`src/design/ofa_pkg.sv`:
```
// Shared types and constants for the optical flow frame accumulator.
// Used by the front end, the transfer queue, the back end and the checker.
package ofa_pkg;

  localparam int FRAME_LEN = 9;
  localparam int STORE_LEN = 8;
  localparam logic [7:0] HEADER_BYTE = 8'hFE;
  localparam logic [7:0] TRAILER_BYTE = 8'hAA;
  localparam logic [3:0] COUNT_MAX = 4'd15;
  localparam logic [7:0] QUALITY_RESET = 8'd30;

  localparam logic [2:0] ST_APPLIED = 3'd0;
  localparam logic [2:0] ST_LENGTH = 3'd1;
  localparam logic [2:0] ST_FRAMING = 3'd2;
  localparam logic [2:0] ST_CHECKSUM = 3'd3;
  localparam logic [2:0] ST_QUALITY = 3'd4;
  localparam logic [2:0] ST_CLEARED = 3'd5;

  localparam int OUT_DATA_W = 104;

  typedef struct packed {
    logic [2:0]  status;
    logic [15:0] raw_x;
    logic [15:0] raw_y;
  } job_t;

endpackage

```
`src/design/ofa_front.sv`:
```
// Front end: collects frame bytes, checks a frame at its last byte and
// turns frame ends and clear commands into jobs. Depends on ofa_pkg.
module ofa_front (
  input  logic          clk,
  input  logic          rst_n,
  input  logic [7:0]    min_quality,
  input  logic          in_valid,
  input  logic          in_cmd,
  input  logic [7:0]    in_byte,
  input  logic          in_eof,
  output logic          in_ready,
  input  logic          job_ready,
  output logic          job_valid,
  output ofa_pkg::job_t job
);

  logic [3:0] byte_count_r, byte_count_nxt;
  logic [7:0] store_r [ofa_pkg::STORE_LEN];
  logic       take;
  logic [7:0] sum;

  assign in_ready = job_ready;
  assign take = in_valid && in_ready;
  assign job_valid = take && (in_cmd || in_eof);
  assign sum = store_r[2] + store_r[3] + store_r[4] + store_r[5];

  always_comb begin
    job.raw_x = {store_r[3], store_r[2]};
    job.raw_y = {store_r[5], store_r[4]};
    if (in_cmd) begin
      job.status = ofa_pkg::ST_CLEARED;
    end else if (byte_count_r != 4'(ofa_pkg::FRAME_LEN - 1)) begin
      job.status = ofa_pkg::ST_LENGTH;
    end else if (store_r[0] != ofa_pkg::HEADER_BYTE || in_byte != ofa_pkg::TRAILER_BYTE) begin
      job.status = ofa_pkg::ST_FRAMING;
    end else if (sum != store_r[6]) begin
      job.status = ofa_pkg::ST_CHECKSUM;
    end else if (store_r[7] <= min_quality) begin
      job.status = ofa_pkg::ST_QUALITY;
    end else begin
      job.status = ofa_pkg::ST_APPLIED;
    end
  end

  always_comb begin
    byte_count_nxt = byte_count_r;
    if (take && !in_cmd) begin
      if (in_eof) begin
        byte_count_nxt = 4'd0;
      end else if (byte_count_r != ofa_pkg::COUNT_MAX) begin
        byte_count_nxt = byte_count_r + 4'd1;
      end
    end
  end

  always_ff @(posedge clk) begin
    if (!rst_n) begin
      byte_count_r <= 4'd0;
    end else begin
      byte_count_r <= byte_count_nxt;
    end
  end

  always_ff @(posedge clk) begin
    if (take && !in_cmd && byte_count_r < 4'(ofa_pkg::STORE_LEN)) begin
      store_r[byte_count_r[2:0]] <= in_byte;
    end
  end

endmodule

```
`src/design/ofa_queue.sv`:
```
// Two-entry job queue between the front end and the back end.
// Depends on ofa_pkg for the job type.
module ofa_queue (
  input  logic          clk,
  input  logic          rst_n,
  input  logic          push,
  input  ofa_pkg::job_t push_job,
  output logic          not_full,
  input  logic          pop,
  output logic          not_empty,
  output ofa_pkg::job_t head
);

  ofa_pkg::job_t mem_r [2];
  logic       wr_ptr_r, rd_ptr_r;
  logic [1:0] count_r, count_nxt;

  assign not_full = count_r != 2'd2;
  assign not_empty = count_r != 2'd0;
  assign head = mem_r[rd_ptr_r];

  always_comb begin
    count_nxt = count_r;
    if (push && !pop) begin
      count_nxt = count_r + 2'd1;
    end else if (pop && !push) begin
      count_nxt = count_r - 2'd1;
    end
  end

  always_ff @(posedge clk) begin
    if (!rst_n) begin
      wr_ptr_r <= 1'b0;
      rd_ptr_r <= 1'b0;
      count_r <= 2'd0;
    end else begin
      count_r <= count_nxt;
      if (push) begin
        wr_ptr_r <= !wr_ptr_r;
      end
      if (pop) begin
        rd_ptr_r <= !rd_ptr_r;
      end
    end
  end

  always_ff @(posedge clk) begin
    if (push) begin
      mem_r[wr_ptr_r] <= push_job;
    end
  end

endmodule

```
`src/design/ofa_back.sv`:
```
// Back end: applies jobs to the velocity and position registers and holds
// the result in an output register. Depends on ofa_pkg.
module ofa_back #(
  parameter int POSITION_WIDTH = 32
) (
  input  logic          clk,
  input  logic          rst_n,
  input  logic          job_valid,
  input  ofa_pkg::job_t job,
  output logic          job_pop,
  output logic          out_valid,
  input  logic          out_ready,
  output logic [2:0]    out_status,
  output logic [16:0]   out_vel_x,
  output logic [15:0]   out_vel_y,
  output logic [31:0]   out_pos_x,
  output logic [31:0]   out_pos_y
);

  logic [16:0] vel_x_r, vel_x_nxt;
  logic [15:0] vel_y_r, vel_y_nxt;
  logic [POSITION_WIDTH-1:0] pos_x_r, pos_x_nxt, pos_y_r, pos_y_nxt;
  logic [POSITION_WIDTH+31:0] ext_x, ext_y;
  logic out_valid_r;
  logic [2:0] status_r;
  logic [16:0] ovx_r;
  logic [15:0] ovy_r;
  logic [31:0] opx_r, opy_r;

  assign job_pop = job_valid && (!out_valid_r || out_ready);

  always_comb begin
    vel_x_nxt = vel_x_r;
    vel_y_nxt = vel_y_r;
    pos_x_nxt = pos_x_r;
    pos_y_nxt = pos_y_r;
    if (job.status == ofa_pkg::ST_CLEARED) begin
      pos_x_nxt = '0;
      pos_y_nxt = '0;
    end else if (job.status == ofa_pkg::ST_APPLIED) begin
      vel_x_nxt = 17'd0 - 17'($signed(job.raw_x));
      vel_y_nxt = job.raw_y;
      pos_x_nxt = pos_x_r + POSITION_WIDTH'($signed(vel_x_nxt));
      pos_y_nxt = pos_y_r + POSITION_WIDTH'($signed(vel_y_nxt));
    end
  end

  assign ext_x = {32'd0, pos_x_nxt};
  assign ext_y = {32'd0, pos_y_nxt};

  always_ff @(posedge clk) begin
    if (!rst_n) begin
      vel_x_r <= '0;
      vel_y_r <= '0;
      pos_x_r <= '0;
      pos_y_r <= '0;
      out_valid_r <= 1'b0;
    end else begin
      if (job_pop) begin
        vel_x_r <= vel_x_nxt;
        vel_y_r <= vel_y_nxt;
        pos_x_r <= pos_x_nxt;
        pos_y_r <= pos_y_nxt;
        out_valid_r <= 1'b1;
      end else if (out_ready) begin
        out_valid_r <= 1'b0;
      end
    end
  end

  always_ff @(posedge clk) begin
    if (job_pop) begin
      status_r <= job.status;
      ovx_r <= vel_x_nxt;
      ovy_r <= vel_y_nxt;
      opx_r <= ext_x[31:0];
      opy_r <= ext_y[31:0];
    end
  end

  assign out_valid = out_valid_r;
  assign out_status = status_r;
  assign out_vel_x = ovx_r;
  assign out_vel_y = ovy_r;
  assign out_pos_x = opx_r;
  assign out_pos_y = opy_r;

endmodule

```
`src/design/optical_flow_frame_accumulator_unit.sv`:
```
// Top level of the optical flow frame accumulator.
// Instantiates ofa_front, ofa_queue and ofa_back; depends on ofa_pkg.
//
// Usage:
// The input stream carries one received sensor byte per transfer in in_tdata,
// with in_tlast on the last byte of a frame (line idle) and in_tuser set for
// a clear-position command. A nine-byte frame is checked at its last byte:
// length, header and trailer, checksum of bytes 2..5 against byte 6, and the
// quality byte against the min_quality register written through cfg_wr_en.
// Every frame end and every clear gives one result transfer on the output
// stream: status in out_tuser, velocity and position in out_tdata.
// Bytes inside a frame give no result.
// A job is queued when its input transfer is taken and is loaded into the
// output register when the back end pops it. The block takes one input
// transfer per cycle while the job queue has room; the two-entry job queue and
// the output register let it keep accepting while a result waits.
// When the receiver stalls, the result holds and the queue fills; in_tready
// falls once the queue is full. Reset clears the byte count, velocity,
// position and queue and sets min_quality to 30.
module optical_flow_frame_accumulator_unit #(
  parameter int POSITION_WIDTH = 32
) (
  input  logic        clk,
  input  logic        rst_n,
  input  logic        cfg_wr_en,
  input  logic [7:0]  cfg_wr_data,
  input  logic        in_tvalid,
  output logic        in_tready,
  input  logic [7:0]  in_tdata,   // [7:0] data_byte
  input  logic        in_tlast,   // end_of_frame
  input  logic        in_tuser,   // [0] cmd
  output logic        out_tvalid,
  input  logic        out_tready,
  output logic [ofa_pkg::OUT_DATA_W-1:0] out_tdata, // velocity_x, velocity_y,
                                                    // position_x, position_y, zero pad
  output logic [2:0]  out_tuser   // [2:0] status
);

  logic [7:0] min_quality_r;
  logic job_push, q_not_full, q_not_empty, q_pop;
  ofa_pkg::job_t push_job, head_job;
  logic [16:0] vel_x;
  logic [15:0] vel_y;
  logic [31:0] pos_x, pos_y;

  always_ff @(posedge clk) begin
    if (!rst_n) begin
      min_quality_r <= ofa_pkg::QUALITY_RESET;
    end else if (cfg_wr_en) begin
      min_quality_r <= cfg_wr_data;
    end
  end

  ofa_front u_front (
    .clk(clk), .rst_n(rst_n), .min_quality(min_quality_r),
    .in_valid(in_tvalid), .in_cmd(in_tuser), .in_byte(in_tdata), .in_eof(in_tlast),
    .in_ready(in_tready), .job_ready(q_not_full), .job_valid(job_push), .job(push_job)
  );

  ofa_queue u_queue (
    .clk(clk), .rst_n(rst_n), .push(job_push), .push_job(push_job),
    .not_full(q_not_full), .pop(q_pop), .not_empty(q_not_empty), .head(head_job)
  );

  ofa_back #(.POSITION_WIDTH(POSITION_WIDTH)) u_back (
    .clk(clk), .rst_n(rst_n), .job_valid(q_not_empty), .job(head_job), .job_pop(q_pop),
    .out_valid(out_tvalid), .out_ready(out_tready), .out_status(out_tuser),
    .out_vel_x(vel_x), .out_vel_y(vel_y), .out_pos_x(pos_x), .out_pos_y(pos_y)
  );

  assign out_tdata = {7'd0, pos_y, pos_x, vel_y, vel_x};

endmodule

```
`config.mk`:
```
export PLATFORM = sky130hd
export DESIGN_NAME = optical_flow_frame_accumulator_unit
export DESIGN_NICKNAME = d
export VERILOG_FILES = /design/src/design/ofa_pkg.sv /design/src/design/ofa_front.sv /design/src/design/ofa_queue.sv /design/src/design/ofa_back.sv /design/src/design/optical_flow_frame_accumulator_unit.sv
export SDC_FILE = /design/constraint.sdc
export NUM_CORES = 1
export LEC_CHECK = 0
export CAP_MARGIN = 20
export CORE_MARGIN = 2
export CORE_UTILIZATION = 25
export DETAILED_ROUTE_END_ITERATION = 10
export DONT_BUFFER_PORTS = 1
export GPL_ROUTABILITY_DRIVEN = 0
export PLACE_DENSITY = 0.4
export SETUP_SLACK_MARGIN = 0.3
export SLEW_MARGIN = 20
export SYNTH_ARGS = -nofsm -noshare
export SYNTH_HDL_FRONTEND = slang
export SYNTH_SLANG_ARGS = --single-unit
```
`constraint.sdc`:
```
create_clock -name clk -period 5.7 [get_ports clk]
set_input_delay 0.285 -clock clk [delete_from_list [all_inputs] [get_ports clk]]
set_output_delay 0.285 -clock clk [all_outputs]
set_load 0.005 [all_outputs]
```
==> results.md <==
* Number of cells upsized or downsized after cts at 0
* Total Routed Length at 46.9 mm
* Number of flops mapped to enable cells by yosys at 226
* Total congestion overflow after global routing at 0
* Post-synthesis compound-gate area fraction at 0.147
* Total power at 7.56 mW
* Core Region at 66,900 um2
* Peak VDD IR at 0.231 mV
* Type of the worst setup path: reg -> reg
* Die outline area at 69,500 um2
* Part of the cycle the worst path needs at 0.853
* Power density normalized to cell area at 387 nW/um2
* Least-Margin Pin Slew at 1.05 ns
* Internal power at 5.22 mW
* Average cell area after synthesis at 10.8 um2
* Combinational family with the most area after synthesis: compound AO/OA/AOI/OAI gates
* Count of standard-cell rows at 95
* Clk pwr share at 0.379
* Flops & latches, synth at 341
* Count of distinct cell types in the synthesized netlist at 68
* Standby leakage power at 7.27 nW
* Area share of the leading cell type in the synthesized netlist at 0.403
* Class of the worst hold path: in -> reg
* Max-slew violation count at 0
* Signed area change from the synthesized netlist to the final layout at 16.0%
* Largest cells by area after synthesis: sky130_fd_sc_hd__edfxtp_1 40%, sky130_fd_sc_hd__dfxtp_1 14%, sky130_fd_sc_hd__ha_1 6.0%
* Clock tree from TritonCTS: built
* Highest net fanout along the worst path at 13
* Number of clock sinks seen by CTS at 341
* Post-route antenna net violation count at 0
* Final hold viol count at 0
* H-tree level count at 2
* Post-synthesis cell area at 16,800 um2
* Part of the Yosys area used for sequential elements at 0.540
* Effective utilization at floorplan at 0.252
* First-pass GRT wire length at 71.7 mm
* Die extent in x at 264 um
* Antenna violations before repair at 1
* Via count of the first global-routing pass at 11,400
* Post-Synth Adder-Cell Area at 0.0792
* Nets@finish at 1,704
* Wire length per cell after detailed routing at 18.8 um
* Maximum frequency from static timing analysis at 206 MHz
* Clk Tree Root Cell: sky130_fd_sc_hd__clkbuf_16
* Most numerous cell types in the synthesized netlist: 259 x sky130_fd_sc_hd__nand2_1, 226 x sky130_fd_sc_hd__edfxtp_1, 155 x sky130_fd_sc_hd__a21oi_1
* Largest net degree at the start of global routing at 59
* Die Ht at 264 um
* Final number of setup-violating endpoints at 0
* Final clock skew at 0.0318 ns
* Synthesized instance count at 1,564
* Total Neg Setup Slack at 0 ns
* Setup crit start kind: flop
* Fraction of power consumed by sequential logic at 0.438
* Via count at 11,500
* Post-detail-place hpwl at 32.7 mm
* Post-synthesis share of cell area spent on xor and xnor gates at 0.0489
* Number of optimization iterations in the first detailed-route pass at 7
* Area fraction in and, or, nand and nor cells after synthesis at 0.121
* Most frequent cell after synthesis: sky130_fd_sc_hd__nand2_1
* Top FF cell, synth: sky130_fd_sc_hd__edfxtp_1
* Multiplexer share of the synthesized area at 0.0348
* Yosys top cell by area: sky130_fd_sc_hd__edfxtp_1
* I/O Pins at 132
* Switching Power at 2.34 mW
* Remaining design rule violation count at 0
* Post-layout min period at 4.86 ns
* Number of max-cap violations at 0
* First DRT Iteration DRCs at 629
* Clk_lat worst skew at 0.58 ns
* Crit path arrival time at 5.38 ns
* FFs w/ async S/R, synth at 0
* Fraction of final layout cells with drive strength greater than 1 at 0.0921
* Logic pwr share at 0.183
* RSZ-0062 raised after global routing: false
* Number of clock buffers inserted by TritonCTS at 42
* Req. time, crit path at 6.21 ns
* Critical path endpoint category: flop
* Fraction of power spent switching nets at 0.310
* Run status: completed
* GRT Resource Usage Total at 0.134
* Worst slew margin relative to its limit at 0.298
* Max Buffers Root-to-Sink at 3
* Clock-pin slew of the registers on the worst-case setup and hold paths at 0.06 ns
* Port Buffers at 0
* Via density per instance at 4.62
* Ys Warns at 0
==> flip-flops by register name, summed over array words and instances, names as in the netlist, 3 cells and up, named ones only <==
name and cells:
u_queue.mem_r 70, u_front.store_r 56, u_back.out_pos_x 32, u_back.out_pos_y 32
u_back.pos_x_r 32, u_back.pos_y_r 32, u_back.out_vel_x 17, u_back.vel_x_r 17
u_back.out_vel_y 16, u_back.vel_y_r 16, min_quality_r 8, u_front.byte_count_r 4
u_back.out_status 3
==> logic make-up (layout without fill, tap and decap cells) <==
logic type               Yosys count  count (layout)
AND/OR/NAND/NOR                  469             469
AO/OA/AOI/OAI                    388             388
flip-flops                       341             341
buffers and inverters            120             167
adder cells (fa/ha/maj)           97              97
XOR/XNOR                          94              94
multiplexers                      54              54
other                              1               8
==> final timing paths <==
check,startpoint,to,slack (ns),cells after the start
worst max-delay path,flop,u_back.pos_x_r[31],0.84,17
worst min-delay path,out_tready,u_back.out_valid,0.03,3
worst max register to register,flop,u_back.pos_x_r[31],0.84,17
worst min register to register,u_back.vel_y_r[14],u_back.vel_y_r[14],0.45,2
==> placed cells by master, fill, tap and decap left out, drive strengths merged, types with 31 or more instances in the layout <==
cell and count:
a22o 36, nor3 33, edfxtp 226, ha 81, o21ai 55, a21o 48
nor2 94, inv 48, xor2 40, mux2 31, xnor2 54, nand2 259
dfxtp 115, a21oi 158, clkbuf 50
==> metal layers <==
| layer | track usage | wire length [um] | up-vias |
|---|---|---|---|
| met3 | 0.0289 | 2240 | 64 |
| met2 | 0.219 | 21800 | 235 |
| li1 | - | - | 5693 |
| met4 | 0.0428 | 1160 | 2 |
| met1 | 0.176 | 21700 | 5521 |
| met5 | 0 | 13 | - |
==> power by group through the flow <==
stage / sequential, mW / combinational (mW) / clock, mW
after CTS: 3.33 / 1.42 / 2.97
after detailed placement: 3.38 / 1.39 / 0
after global placement: 3.38 / 1.39 / 0
after global routing: 3.35 / 1.54 / 3.06
after floorplan: 3.32 / 0.979 / 0
final: 3.31 / 1.38 / 2.87
==> layout make-up <==
type	count	area, um2
tap	873	1090
clock buffer	50	1120
timing repair buffer	42	363
inverter	48	185
multi-input combinational	1109	7310
antenna	1	2.50
sequential	341	9090
fill	6844	47400
clock inverter	27	373
==> through the flow <==
stage               cell area [um2]  hold WS, ns  utilization  setup WS, ns  instances
finish                        19500       0.0319        0.292         0.836       2491
global route                  19500       0.0344        0.292         0.482       2490
CTS                           19500      0.00703        0.292         0.811       2490
detailed placement            17800        0.385        0.267         0.825       2393
global placement              17800        0.385        0.266         0.949       2392
floorplan                     16900        0.384            -         0.433       1570
==> worst max-delay path, stage by stage (launching register included) <==
cell and delay [ns]:
sky130_fd_sc_hd__dfxtp_2 0.47, sky130_fd_sc_hd__mux2i_1 0.33, sky130_fd_sc_hd__ha_1 0.24, sky130_fd_sc_hd__o21ai_0 0.14, sky130_fd_sc_hd__or2_1 0.34, sky130_fd_sc_hd__nor4_4 0.39, sky130_fd_sc_hd__a21boi_1 0.34, sky130_fd_sc_hd__ha_1 0.47
sky130_fd_sc_hd__a21o_1 0.20, sky130_fd_sc_hd__a21o_1 0.19, sky130_fd_sc_hd__a21oi_2 0.14, sky130_fd_sc_hd__o21ai_1 0.08, sky130_fd_sc_hd__a21o_1 0.17, sky130_fd_sc_hd__a221o_1 0.35, sky130_fd_sc_hd__a21oi_2 0.17, sky130_fd_sc_hd__mux2i_1 0.14
sky130_fd_sc_hd__or4_1 0.48, sky130_fd_sc_hd__a31oi_1 0.16
==> what timing repair did <==
action | in CTS | in global routing
setup buffers | 0 | 0
hold endpoints to repair | 71 | 0
setup endpoints to repair | 0 | 0
hold buffers | 20 | 0
No activity file was read; power rests on OpenSTA's default activity.
